## src/sv/bpid_pkg.sv

```systemverilog
// Shared types, constants and helpers for the balance PID motor drive core.
// No dependencies; every other file imports this package.
package bpid_pkg;

    // Configuration port geometry
    localparam int ADDR_W = 5;
    localparam int DATA_W = 32;

    // Register indexes, word address = 4 * index
    localparam logic [2:0] REG_GAIN_ANGLE          = 3'd0;
    localparam logic [2:0] REG_GAIN_RATE           = 3'd1;
    localparam logic [2:0] REG_GAIN_ANGLE_INTEGRAL = 3'd2;
    localparam logic [2:0] REG_GAIN_DISTANCE       = 3'd3;
    localparam logic [2:0] REG_GAIN_SPEED          = 3'd4;
    localparam logic [2:0] REG_DEADBAND            = 3'd5;
    localparam logic [2:0] REG_PUNCH_FLOOR         = 3'd6;
    localparam logic [2:0] REG_MOVE_TARGET         = 3'd7;

    // Register reset values
    localparam logic [15:0] RST_GAIN_ANGLE          = 16'd2368;
    localparam logic [15:0] RST_GAIN_RATE           = 16'd54;
    localparam logic [15:0] RST_GAIN_ANGLE_INTEGRAL = 16'd51200;
    localparam logic [15:0] RST_GAIN_DISTANCE       = 16'd5440;
    localparam logic [15:0] RST_GAIN_SPEED          = 16'd173;
    localparam logic [6:0]  RST_DEADBAND            = 7'd10;
    localparam logic [6:0]  RST_PUNCH_FLOOR         = 7'd20;
    localparam logic [15:0] RST_MOVE_TARGET         = 16'd0;

    // Control constants
    localparam int POWER_LIMIT = 127;
    localparam int PUNCH_TICKS = 1;
    localparam int MAG_W       = 7;
    localparam int DRIVE_W     = 8;
    localparam logic [MAG_W-1:0] RUN_MAX = 7'd100;

    // dt/4 scale: x * 41943 / 2^22
    localparam logic [15:0] DT_MUL = 16'd41943;

    // Digit-serial multiplier: signed A times unsigned B, 4-bit digits of B
    localparam int MUL_A_W     = 36;
    localparam int MUL_B_W     = 16;
    localparam int MUL_P_W     = MUL_A_W + MUL_B_W;
    localparam int DIGIT_W     = 4;
    localparam int DIGITS      = MUL_B_W / DIGIT_W;
    localparam int DIGIT_CNT_W = $clog2(DIGITS);

    // Accumulator widths
    localparam int SAT_W = 48;
    localparam int ACC_W = 44;

    typedef struct packed {
        logic [15:0] gain_angle;
        logic [15:0] gain_rate;
        logic [15:0] gain_angle_integral;
        logic [15:0] gain_distance;
        logic [15:0] gain_speed;
        logic [6:0]  deadband;
        logic [6:0]  punch_floor;
        logic [15:0] move_target;
    } cfg_t;

    typedef struct packed {
        logic               start;
        logic [MUL_A_W-1:0] a;
        logic [MUL_B_W-1:0] b;
    } mul_req_t;

    typedef struct packed {
        logic               done;
        logic [MUL_P_W-1:0] prod;
    } mul_rsp_t;

    typedef struct packed {
        logic step;
        logic clear;
    } kick_ctl_t;

    typedef struct packed {
        logic [DRIVE_W-1:0] left;
        logic               kick;
    } kick_res_t;

    // Saturate a wide signed value to the 32-bit signed range
    function automatic logic signed [31:0] sat32(input logic signed [SAT_W-1:0] v);
        logic signed [31:0] r;
        if (v[SAT_W-1:31] == {(SAT_W-31){v[31]}}) begin
            r = v[31:0];
        end else if (v[SAT_W-1]) begin
            r = 32'sh8000_0000;
        end else begin
            r = 32'sh7FFF_FFFF;
        end
        return r;
    endfunction

endpackage

```

## src/sv/bpid_regs.sv

```systemverilog
// Configuration register file behind an APB-style port.
// Depends on bpid_pkg for the register map, reset values and cfg_t.
module bpid_regs (
    input  logic                      clk,
    input  logic                      rst_n,
    input  logic                      psel,
    input  logic                      penable,
    input  logic                      pwrite,
    input  logic [bpid_pkg::ADDR_W-1:0] paddr,
    input  logic [bpid_pkg::DATA_W-1:0] pwdata,
    output logic [bpid_pkg::DATA_W-1:0] prdata,
    output bpid_pkg::cfg_t            cfg
);
    import bpid_pkg::*;

    cfg_t       cfg_reg;
    cfg_t       cfg_next;
    logic [2:0] idx;
    logic       wr_en;

    assign idx   = paddr[ADDR_W-1:2];
    assign wr_en = psel & penable & pwrite;
    assign cfg   = cfg_reg;

    // Write decode
    always_comb
    begin
        cfg_next = cfg_reg;
        if (wr_en)
        begin
            case (idx)
                REG_GAIN_ANGLE:          cfg_next.gain_angle          = pwdata[15:0];
                REG_GAIN_RATE:           cfg_next.gain_rate           = pwdata[15:0];
                REG_GAIN_ANGLE_INTEGRAL: cfg_next.gain_angle_integral = pwdata[15:0];
                REG_GAIN_DISTANCE:       cfg_next.gain_distance       = pwdata[15:0];
                REG_GAIN_SPEED:          cfg_next.gain_speed          = pwdata[15:0];
                REG_DEADBAND:            cfg_next.deadband            = pwdata[6:0];
                REG_PUNCH_FLOOR:         cfg_next.punch_floor         = pwdata[6:0];
                REG_MOVE_TARGET:         cfg_next.move_target         = pwdata[15:0];
                default:                 cfg_next = cfg_reg;
            endcase
        end
    end

    always_ff @(posedge clk or negedge rst_n)
    begin
        if (!rst_n)
        begin
            cfg_reg.gain_angle          <= RST_GAIN_ANGLE;
            cfg_reg.gain_rate           <= RST_GAIN_RATE;
            cfg_reg.gain_angle_integral <= RST_GAIN_ANGLE_INTEGRAL;
            cfg_reg.gain_distance       <= RST_GAIN_DISTANCE;
            cfg_reg.gain_speed          <= RST_GAIN_SPEED;
            cfg_reg.deadband            <= RST_DEADBAND;
            cfg_reg.punch_floor         <= RST_PUNCH_FLOOR;
            cfg_reg.move_target         <= RST_MOVE_TARGET;
        end
        else
        begin
            cfg_reg <= cfg_next;
        end
    end

    // Read mux; move_target reads back sign-extended
    always_comb
    begin
        case (idx)
            REG_GAIN_ANGLE:          prdata = {16'd0, cfg_reg.gain_angle};
            REG_GAIN_RATE:           prdata = {16'd0, cfg_reg.gain_rate};
            REG_GAIN_ANGLE_INTEGRAL: prdata = {16'd0, cfg_reg.gain_angle_integral};
            REG_GAIN_DISTANCE:       prdata = {16'd0, cfg_reg.gain_distance};
            REG_GAIN_SPEED:          prdata = {16'd0, cfg_reg.gain_speed};
            REG_DEADBAND:            prdata = {25'd0, cfg_reg.deadband};
            REG_PUNCH_FLOOR:         prdata = {25'd0, cfg_reg.punch_floor};
            REG_MOVE_TARGET:         prdata = {{16{cfg_reg.move_target[15]}},
                                               cfg_reg.move_target};
            default:                 prdata = '0;
        endcase
    end

endmodule

```

## src/sv/bpid_mul.sv

```systemverilog
// Digit-serial multiplier: signed A times unsigned 16-bit B, one 4-bit digit per cycle.
// Depends on bpid_pkg for widths and the request/response structs.
module bpid_mul (
    input  logic               clk,
    input  logic               rst_n,
    input  bpid_pkg::mul_req_t req,
    output bpid_pkg::mul_rsp_t rsp
);
    import bpid_pkg::*;

    logic signed [MUL_A_W-1:0]         a_reg;
    logic [MUL_B_W-1:0]                b_reg;
    logic [MUL_B_W-1:0]                b_next;
    logic signed [MUL_P_W-1:0]         acc_reg;
    logic signed [MUL_P_W-1:0]         acc_next;
    logic [DIGIT_CNT_W-1:0]            cnt_reg;
    logic [DIGIT_CNT_W-1:0]            cnt_next;
    logic                              busy_reg;
    logic                              busy_next;
    logic                              done_reg;
    logic                              done_next;
    logic signed [MUL_A_W+DIGIT_W:0]   part;

    // Partial product of A and the top digit of B
    assign part = a_reg * $signed({1'b0, b_reg[MUL_B_W-1 -: DIGIT_W]});

    assign rsp.done = done_reg;
    assign rsp.prod = acc_reg;

    // Most significant digit first: acc = acc * 16 + A * digit
    always_comb
    begin
        b_next    = b_reg;
        acc_next  = acc_reg;
        cnt_next  = cnt_reg;
        busy_next = busy_reg;
        done_next = 1'b0;
        if (req.start)
        begin
            b_next    = req.b;
            acc_next  = '0;
            cnt_next  = '0;
            busy_next = 1'b1;
        end
        else if (busy_reg)
        begin
            acc_next = (acc_reg <<< DIGIT_W)
                     + {{(MUL_P_W-MUL_A_W-DIGIT_W-1){part[MUL_A_W+DIGIT_W]}}, part};
            b_next   = b_reg << DIGIT_W;
            cnt_next = cnt_reg + 1'b1;
            if (cnt_reg == DIGIT_CNT_W'(DIGITS-1))
            begin
                busy_next = 1'b0;
                done_next = 1'b1;
            end
        end
    end

    // Operand and accumulator registers
    always_ff @(posedge clk)
    begin
        if (req.start)
        begin
            a_reg <= $signed(req.a);
        end
        b_reg   <= b_next;
        acc_reg <= acc_next;
        cnt_reg <= cnt_next;
    end

    // Control
    always_ff @(posedge clk or negedge rst_n)
    begin
        if (!rst_n)
        begin
            busy_reg <= 1'b0;
            done_reg <= 1'b0;
        end
        else
        begin
            busy_reg <= busy_next;
            done_reg <= done_next;
        end
    end

endmodule

```

## src/sv/bpid_kick.sv

```systemverilog
// Direction tracker and kick stage: applies punch floor or deadband to the command.
// Depends on bpid_pkg for RUN_MAX, PUNCH_TICKS and the kick structs.
module bpid_kick (
    input  logic                        clk,
    input  logic                        rst_n,
    input  bpid_pkg::kick_ctl_t         ctl,
    input  logic [bpid_pkg::MAG_W-1:0]  cmd_mag,
    input  logic                        cmd_neg,
    input  logic [bpid_pkg::MAG_W-1:0]  deadband,
    input  logic [bpid_pkg::MAG_W-1:0]  punch_floor,
    output bpid_pkg::kick_res_t         res
);
    import bpid_pkg::*;

    localparam logic [1:0] DIR_NONE = 2'd0;
    localparam logic [1:0] DIR_POS  = 2'd1;
    localparam logic [1:0] DIR_NEG  = 2'd2;
    localparam logic [MAG_W-1:0] PUNCH_CMP = MAG_W'(PUNCH_TICKS);

    logic [1:0]       dir_reg;
    logic [1:0]       dir_next;
    logic [MAG_W-1:0] run_reg;
    logic [MAG_W-1:0] run_next;
    logic [1:0]       want;
    logic [MAG_W-1:0] run_inc;
    logic [MAG_W-1:0] run_new;
    logic             kick;
    logic [MAG_W-1:0] floor_mag;
    logic [MAG_W-1:0] mag_out;

    // Run length in the same direction, saturating
    assign want    = cmd_neg ? DIR_NEG : DIR_POS;
    assign run_inc = (run_reg >= RUN_MAX) ? RUN_MAX : run_reg + 1'b1;
    assign run_new = (dir_reg == want) ? run_inc : '0;

    // Floor selection and magnitude
    assign kick      = (cmd_mag != '0) && (run_new < PUNCH_CMP);
    assign floor_mag = kick ? punch_floor : deadband;
    assign mag_out   = (cmd_mag == '0) ? '0
                     : ((cmd_mag > floor_mag) ? cmd_mag : floor_mag);

    assign res.kick = kick;
    assign res.left = cmd_neg ? (DRIVE_W'(0) - {1'b0, mag_out}) : {1'b0, mag_out};

    // Tracker update
    always_comb
    begin
        dir_next = dir_reg;
        run_next = run_reg;
        if (ctl.clear)
        begin
            dir_next = DIR_NONE;
            run_next = '0;
        end
        else if (ctl.step)
        begin
            if (cmd_mag == '0)
            begin
                dir_next = DIR_NONE;
            end
            else
            begin
                dir_next = want;
                run_next = run_new;
            end
        end
    end

    always_ff @(posedge clk or negedge rst_n)
    begin
        if (!rst_n)
        begin
            dir_reg <= DIR_NONE;
            run_reg <= '0;
        end
        else
        begin
            dir_reg <= dir_next;
            run_reg <= run_next;
        end
    end

endmodule

```

## src/sv/balance_pid_motor_drive_core.sv

```systemverilog
// Top level of the balance PID motor drive: sequencer, state and output register.
// Depends on bpid_pkg, bpid_regs, bpid_mul and bpid_kick.
//
//   channel   direction  handshake                      payload
//   sample    in         sample_valid / sample_stall    tilt_angle, tilt_rate, clear_state
//   drive     out        drive_valid / drive_stall      left_drive, right_drive, kick_active
//   config    in         APB psel/penable/pwrite        paddr, pwdata, prdata (pready tied)
//
// A control beat runs eight products on the shared 4-bit digit-serial multiplier, then
// forms the command and loads the output register; a clear beat zeroes the state and
// goes straight to the output load.
// Reset zeroes the integrators, power and direction tracker; registers take their defaults.
// A stalled drive beat holds in the output register; a new sample is accepted meanwhile,
// and its result waits for the register to free.
module balance_pid_motor_drive_core (
    input  logic                          clk,
    input  logic                          rst_n,
    input  logic                          psel,
    input  logic                          penable,
    input  logic                          pwrite,
    input  logic [bpid_pkg::ADDR_W-1:0]   paddr,
    input  logic [bpid_pkg::DATA_W-1:0]   pwdata,
    output logic [bpid_pkg::DATA_W-1:0]   prdata,
    output logic                          pready,
    input  logic                          sample_valid,
    output logic                          sample_stall,
    input  logic signed [15:0]            tilt_angle,
    input  logic signed [15:0]            tilt_rate,
    input  logic                          clear_state,
    output logic                          drive_valid,
    input  logic                          drive_stall,
    output logic signed [bpid_pkg::DRIVE_W-1:0] left_drive,
    output logic signed [bpid_pkg::DRIVE_W-1:0] right_drive,
    output logic                          kick_active
);
    import bpid_pkg::*;

    typedef enum logic [4:0] {
        ST_IDLE  = 5'b00001,
        ST_ISSUE = 5'b00010,
        ST_MUL   = 5'b00100,
        ST_CMD   = 5'b01000,
        ST_EMIT  = 5'b10000
    } state_t;

    typedef enum logic [2:0] {
        OP_SPEED      = 3'd0,
        OP_DIST_SCALE = 3'd1,
        OP_DIST       = 3'd2,
        OP_ANG_GAIN   = 3'd3,
        OP_ANG_SCALE  = 3'd4,
        OP_SPEED_GAIN = 3'd5,
        OP_ANGLE      = 3'd6,
        OP_RATE       = 3'd7
    } op_t;

    localparam logic signed [31:0] CMD_LIM   = 32'(POWER_LIMIT * 65536);
    localparam logic signed [31:0] CMD_LIM_N = -CMD_LIM;

    cfg_t       cfg;
    mul_req_t   mul_req;
    mul_rsp_t   mul_rsp;
    kick_ctl_t  kick_ctl;
    kick_res_t  kick_res;

    state_t state_reg, state_next;
    op_t    op_reg, op_next;

    logic signed [15:0]        ang_reg, rate_reg;
    logic                      clr_reg, clr_next;
    logic signed [31:0]        si_reg, si_next;
    logic signed [31:0]        dt_reg, dt_next;
    logic signed [31:0]        ai_reg, ai_next;
    logic signed [31:0]        lp_reg, lp_next;
    logic signed [MUL_A_W-1:0] tmp_reg, tmp_next;
    logic signed [ACC_W-1:0]   acc_reg, acc_next;
    logic [MAG_W-1:0]          cmd_mag_reg, cmd_mag_next;
    logic                      cmd_neg_reg, cmd_neg_next;
    logic                      out_valid_reg, out_valid_next;
    logic [DRIVE_W-1:0]        left_reg, right_reg;
    logic                      kick_reg;

    logic                      accept;
    logic                      emit_fire;
    logic signed [29:0]        hi22;
    logic signed [45:0]        lo6;
    logic signed [25:0]        mt1024;
    logic signed [31:0]        dsat;
    logic signed [32:0]        lp_wide;
    logic signed [32:0]        lp_abs;

    assign pready = 1'b1;

    bpid_regs u_regs (
        .clk     (clk),
        .rst_n   (rst_n),
        .psel    (psel),
        .penable (penable),
        .pwrite  (pwrite),
        .paddr   (paddr),
        .pwdata  (pwdata),
        .prdata  (prdata),
        .cfg     (cfg)
    );

    bpid_mul u_mul (
        .clk   (clk),
        .rst_n (rst_n),
        .req   (mul_req),
        .rsp   (mul_rsp)
    );

    bpid_kick u_kick (
        .clk         (clk),
        .rst_n       (rst_n),
        .ctl         (kick_ctl),
        .cmd_mag     (cmd_mag_reg),
        .cmd_neg     (cmd_neg_reg),
        .deadband    (cfg.deadband),
        .punch_floor (cfg.punch_floor),
        .res         (kick_res)
    );

    // Handshakes
    assign sample_stall = (state_reg != ST_IDLE);
    assign accept       = sample_valid & ~sample_stall;
    assign emit_fire    = (state_reg == ST_EMIT) & (~out_valid_reg | ~drive_stall);

    assign kick_ctl.step  = emit_fire & ~clr_reg;
    assign kick_ctl.clear = emit_fire & clr_reg;

    assign drive_valid = out_valid_reg;
    assign left_drive  = left_reg;
    assign right_drive = right_reg;
    assign kick_active = kick_reg;

    // Multiplier start and operand select
    always_comb
    begin
        mul_req.start = (state_reg == ST_ISSUE);
        case (op_reg)
            OP_SPEED:      begin mul_req.a = MUL_A_W'(lp_reg);   mul_req.b = DT_MUL;         end
            OP_DIST_SCALE: begin mul_req.a = MUL_A_W'(si_reg);   mul_req.b = DT_MUL;         end
            OP_DIST:       begin mul_req.a = tmp_reg;            mul_req.b = cfg.gain_distance; end
            OP_ANG_GAIN:   begin mul_req.a = MUL_A_W'(ang_reg);
                                 mul_req.b = cfg.gain_angle_integral;                        end
            OP_ANG_SCALE:  begin mul_req.a = tmp_reg;            mul_req.b = DT_MUL;         end
            OP_SPEED_GAIN: begin mul_req.a = MUL_A_W'(si_reg);   mul_req.b = cfg.gain_speed; end
            OP_ANGLE:      begin mul_req.a = MUL_A_W'(ang_reg);  mul_req.b = cfg.gain_angle; end
            OP_RATE:       begin mul_req.a = MUL_A_W'(rate_reg); mul_req.b = cfg.gain_rate;  end
            default:       begin mul_req.a = '0;                 mul_req.b = '0;             end
        endcase
    end

    // Product slices: floor of /2^22 and /2^6
    assign hi22   = $signed(mul_rsp.prod[MUL_P_W-1:22]);
    assign lo6    = $signed(mul_rsp.prod[MUL_P_W-1:6]);
    assign mt1024 = $signed({cfg.move_target, 10'd0});
    assign dsat   = sat32(SAT_W'(dt_reg) + SAT_W'(lo6));

    // Command magnitude, truncated toward zero
    assign lp_wide = 33'(lp_reg);
    assign lp_abs  = lp_reg[31] ? -lp_wide : lp_wide;

    // Sequencer
    always_comb
    begin
        state_next   = state_reg;
        op_next      = op_reg;
        clr_next     = clr_reg;
        si_next      = si_reg;
        dt_next      = dt_reg;
        ai_next      = ai_reg;
        lp_next      = lp_reg;
        tmp_next     = tmp_reg;
        acc_next     = acc_reg;
        cmd_mag_next = cmd_mag_reg;
        cmd_neg_next = cmd_neg_reg;
        case (state_reg)
            ST_IDLE:
            begin
                if (accept)
                begin
                    clr_next = clear_state;
                    op_next  = OP_SPEED;
                    if (clear_state)
                    begin
                        si_next    = '0;
                        dt_next    = '0;
                        ai_next    = '0;
                        lp_next    = '0;
                        state_next = ST_EMIT;
                    end
                    else
                    begin
                        state_next = ST_ISSUE;
                    end
                end
            end
            ST_ISSUE:
            begin
                state_next = ST_MUL;
            end
            ST_MUL:
            begin
                if (mul_rsp.done)
                begin
                    // Fold the finished product into the state
                    case (op_reg)
                        OP_SPEED:      si_next = sat32(SAT_W'(si_reg) + SAT_W'(hi22));
                        OP_DIST_SCALE: tmp_next = MUL_A_W'(hi22) - MUL_A_W'(mt1024);
                        OP_DIST:
                        begin
                            dt_next  = dsat;
                            acc_next = ACC_W'(dsat);
                        end
                        OP_ANG_GAIN:   tmp_next = $signed({mul_rsp.prod[32:0], 3'd0});
                        OP_ANG_SCALE:  ai_next = sat32(SAT_W'(ai_reg) + SAT_W'(hi22));
                        OP_SPEED_GAIN: acc_next = acc_reg + ACC_W'(ai_reg)
                                                + $signed(mul_rsp.prod[ACC_W+5:6]);
                        OP_ANGLE:      acc_next = acc_reg
                                                + $signed({mul_rsp.prod[ACC_W-4:0], 3'd0});
                        OP_RATE:       lp_next = sat32(SAT_W'(acc_reg
                                                + $signed({mul_rsp.prod[ACC_W-6:0], 5'd0})));
                        default:       acc_next = acc_reg;
                    endcase
                    if (op_reg == OP_RATE)
                    begin
                        state_next = ST_CMD;
                    end
                    else
                    begin
                        op_next    = op_t'(op_reg + 3'd1);
                        state_next = ST_ISSUE;
                    end
                end
            end
            ST_CMD:
            begin
                if (lp_reg >= CMD_LIM)
                begin
                    cmd_mag_next = MAG_W'(POWER_LIMIT);
                    cmd_neg_next = 1'b0;
                end
                else if (lp_reg <= CMD_LIM_N)
                begin
                    cmd_mag_next = MAG_W'(POWER_LIMIT);
                    cmd_neg_next = 1'b1;
                end
                else
                begin
                    cmd_mag_next = lp_abs[22:16];
                    cmd_neg_next = lp_reg[31];
                end
                state_next = ST_EMIT;
            end
            ST_EMIT:
            begin
                if (emit_fire)
                begin
                    state_next = ST_IDLE;
                end
            end
            default:
            begin
                state_next = ST_IDLE;
            end
        endcase
    end

    // Output register valid
    always_comb
    begin
        out_valid_next = out_valid_reg;
        if (emit_fire)
        begin
            out_valid_next = 1'b1;
        end
        else if (!drive_stall)
        begin
            out_valid_next = 1'b0;
        end
    end

    // Control and integrator state
    always_ff @(posedge clk or negedge rst_n)
    begin
        if (!rst_n)
        begin
            state_reg     <= ST_IDLE;
            op_reg        <= OP_SPEED;
            clr_reg       <= 1'b0;
            si_reg        <= '0;
            dt_reg        <= '0;
            ai_reg        <= '0;
            lp_reg        <= '0;
            out_valid_reg <= 1'b0;
        end
        else
        begin
            state_reg     <= state_next;
            op_reg        <= op_next;
            clr_reg       <= clr_next;
            si_reg        <= si_next;
            dt_reg        <= dt_next;
            ai_reg        <= ai_next;
            lp_reg        <= lp_next;
            out_valid_reg <= out_valid_next;
        end
    end

    // Payload and scratch registers
    always_ff @(posedge clk)
    begin
        if (accept)
        begin
            ang_reg  <= tilt_angle;
            rate_reg <= tilt_rate;
        end
        tmp_reg     <= tmp_next;
        acc_reg     <= acc_next;
        cmd_mag_reg <= cmd_mag_next;
        cmd_neg_reg <= cmd_neg_next;
        if (emit_fire)
        begin
            if (clr_reg)
            begin
                left_reg  <= '0;
                right_reg <= '0;
                kick_reg  <= 1'b0;
            end
            else
            begin
                left_reg  <= kick_res.left;
                right_reg <= DRIVE_W'(0) - kick_res.left;
                kick_reg  <= kick_res.kick;
            end
        end
    end

    // Checks
    a_kick_drives: assert property (@(posedge clk) disable iff (!rst_n)
        drive_valid |-> !(kick_active && (left_drive == '0)))
        else $error("kick flagged on a zero drive beat");

    a_mirror: assert property (@(posedge clk) disable iff (!rst_n)
        drive_valid |-> (right_drive == -left_drive))
        else $error("right drive is not the negated left drive");

    a_done_in_mul: assert property (@(posedge clk) disable iff (!rst_n)
        mul_rsp.done |-> (state_reg == ST_MUL))
        else $error("multiplier finished outside the multiply state");

    a_emit_loads: assert property (@(posedge clk) disable iff (!rst_n)
        emit_fire |=> (drive_valid && (state_reg == ST_IDLE)))
        else $error("emitted beat did not reach the output register");

endmodule

```

## config.mk

```make
export PLATFORM = sky130hd
export DESIGN_NAME = balance_pid_motor_drive_core
export DESIGN_NICKNAME = d
export VERILOG_FILES = /design/src/sv/bpid_pkg.sv /design/src/sv/bpid_regs.sv /design/src/sv/bpid_mul.sv /design/src/sv/bpid_kick.sv /design/src/sv/balance_pid_motor_drive_core.sv
export SDC_FILE = /design/constraint.sdc
export NUM_CORES = 2
export LEC_CHECK = 0
export BUFFER_PORTS_ARGS = -buffer_cell sky130_fd_sc_hd__buf_2
export CAP_MARGIN = 20
export CORE_MARGIN = 2
export CORE_UTILIZATION = 58
export CTS_CLUSTER_SIZE = 40
export DETAILED_ROUTE_END_ITERATION = 10
export PLACE_DENSITY = 0.85
export SLEW_MARGIN = 20
export SYNTH_ARGS = -nofsm -noshare
export SYNTH_HDL_FRONTEND = slang
export SYNTH_SLANG_ARGS = --single-unit
```

## constraint.sdc

```tcl
create_clock -name clk -period 6.85 [get_ports clk]
set_input_delay 1.37 -clock clk [delete_from_list [all_inputs] [get_ports clk]]
set_output_delay 1.37 -clock clk [all_outputs]
set_load 0.005 [all_outputs]
```

==> metrics.cfg <==
[outcome]
status = complete, but fails checks
violations = setup timing

[placement]
pre_cts_ws_ns = -0.542
dpl.hpwl_mm = 105
placed_area_sq_um = 46400
port_buffers = 109
gp_congestion = 1.05
dp_cells = 5816

[min_path]
hold_path.startpoint = u_mul.cnt_reg[1]
holdPathEnd = u_mul.cnt_reg[1]
hold_class = reg2reg
hold_depth = 2

[floorplanning]
pin_count = 129
die_w_um = 278
die-area_sq_um = 77500
fp-row-count = 100
die_h_um = 278
coreArea_sq_um = 74400
initial_core_util = 0.587

[layout]
largest_reg_flops = 110
fin_cells = 5952
stdcell_area_sq_um = 49100
area_growth_pct = 12.4
fin_nets = 5533
drive_gt1_frac = 0.157

[global_routing]
antenna_found_initial = 8
overflow = 0
grt_pass1_wl_mm = 221
grt_pass1_vias = 38600
grtUsageTotal = 0.366
grt_max_degree = 115

[timing]
min_period_ns = 7.01
timing.slew.headroom = 0.271
drv_slew = 0
fin_hold_ws_ns = 0.508
hold_violations = 0
max_freq_mhz = 143
rsz0062_at_grt = yes
period_share = 1.02
tightest_slew_ns = 1.09
setup_viol = 8
clock_skew_ns = 0.0183
setup_slack_ns = -0.161

[setup_path]
r2r_slack_ns = -0.16
cp-start-kind = flip-flop
r2r_start = u_mul.b_reg[14]
crit_path_frequent_cell = ha_1
r2r-end = u_mul.acc_reg[50]
crit_required_ns = 7.37
crit_fanout = 12
crit_arrival_ns = 7.54
cp_slowest_cell = fa_1
slowest_delay_ns = 0.57
worstSetupEndpointType = flip-flop
path_class = reg2reg
reg2reg_depth = 30
critical_path_buf_inv_count = 6
crit_family = compound AO/OA/AOI/OAI gates

[logic_synthesis]
synth-seq-cells = 501
netlist.area_leader.share = 0.135
synth_commonest_cells = ha_1, a21oi_1, nor2_1
syn_avg_cell_area_sq_um = 9.26
synth_most_common_cell = ha_1
synth_ff_type = dfrtp_1
synth-compound-area-share = 0.224
muxShareOfSynthArea = 0.0508
synth_cell_type_count = 95
async_reset_ff_frac = 0.517
synth-seq-area-share = 0.303
synth_edf_count = 188
syn-num-nets = 5316
synthXorXnorAreaFrac = 0.0624
synth_top_family_by_area = compound AO/OA/AOI/OAI gates
yosys.area_share.simple = 0.143
synthAdderAreaFrac = 0.172
yosys_warnings = 0
netlist_area_sq_um = 43700
yosys-top-cells-area = dfrtp_1, edfxtp_1, ha_1, fa_1, xnor2_1
synth_largest_area_cell = dfrtp_1
synthCells = 4714

[clock_network]
clock_sinks = 501
clkTransAtPathRegs_ns = 0.06
cts_tree = done
cts-root-buf = clkbuf_16
clockBufferDepth = 3
clkLatencyLatePin_ns = 0.65
cts_htree_levels = 2
numCtsBuffers = 55

[job]
drv_cap = 0

[drt]
remaining_drc_errors = 0
drt_pass1_iterations = 9
via_per_inst = 6.75
postRouteWirelength_mm = 145
wl_per_cell_um = 24.4
vias = 40200
postRouteAntennaNets = 0
first_iter_violations = 5191

-- cells in the final DEF, fill, tap and decap left out, types with 106 or more instances in the layout --
cell type,synthesis,final
o21ai_0,234,220
xor2_1,107,106
nor2_1,315,304
fa_1,124,123
buf_2,9,108
xnor2_1,204,201
a21o_1,175,175
buf_4,17,250
and2_1,133,124
nand2_1,304,300
dfrtp_1,235,234
ha_1,401,385
mux2_2,122,122
edfxtp_1,188,188
inv_1,282,273
a21oi_1,350,328
-- per-stage QoR --
step,utilization,setup TNS [ns]
after floorplan,-,0
after global placement,0.623,-2.38
after detailed placement,0.623,-4.01
after CTS,0.653,-0.0168
after global routing,0.659,-4.83
final,0.659,-0.509
-- what timing repair did --
action	CTS	global route
setup buffers	11	15
setup endpoints to repair	18	25
pin swaps	50	60
gates cloned	1	0
resized for setup	55	81
hold buffers	0	0
-- worst min-delay path: cells and delay by family, from the launching register on --
family           cells  cell delay (ns)
AND/OR/NAND/NOR      1             0.08
multiplexers         1             0.07
flip-flops           1             0.33
-- logic make-up (layout without fill, tap and decap cells) --
| group | count (synthesis) | count (layout) |
|---|---|---|
| adder cells (fa/ha/maj) | 525 | 525 |
| flip-flops | 501 | 501 |
| multiplexers | 189 | 189 |
| AO/OA/AOI/OAI | 1446 | 1446 |
| AND/OR/NAND/NOR | 1248 | 1248 |
| XOR/XNOR | 311 | 311 |
| other | 1 | 6 |
| buffers and inverters | 493 | 757 |
-- worst max-delay path by stage --
stage                         start                end  slack (ns)  cells after the start
CTS                 u_mul.b_reg[14]  u_mul.acc_reg[35]       -0.01                     34
global placement    u_mul.b_reg[14]  u_mul.acc_reg[50]       -0.42                     29
floorplan           u_mul.b_reg[14]  u_mul.acc_reg[51]      0.0007                     33
detailed placement  u_mul.b_reg[15]  u_mul.acc_reg[50]       -0.54                     30
finish              u_mul.b_reg[14]  u_mul.acc_reg[50]       -0.16                     30
global route        u_mul.b_reg[14]  u_mul.acc_reg[51]       -0.50                     32
-- layout make-up --
class / count / area [sq um]
Fill cell: 5592 / 25400
Timing Repair Buffer: 369 / 2580
Clock inverter: 32 / 324
Antenna cell: 5 / 12.5
Tap cell: 969 / 1210
Multi-Input combinational cell: 3720 / 29200
Inverter: 284 / 1070
Clock buffer: 72 / 1500
Sequential cell: 501 / 13200
-- routing by layer --
layer	wire (um)	share of wire	track usage
met1	55000	0.38	0.475
met2	61500	0.42	0.542
met3	18100	0.12	0.0998
met4	10500	0.072	0.225
met5	54	0.00037	0
Power is not shown: default switching activity piles up to over one toggle a cycle in this logic, so the estimate is an artifact.
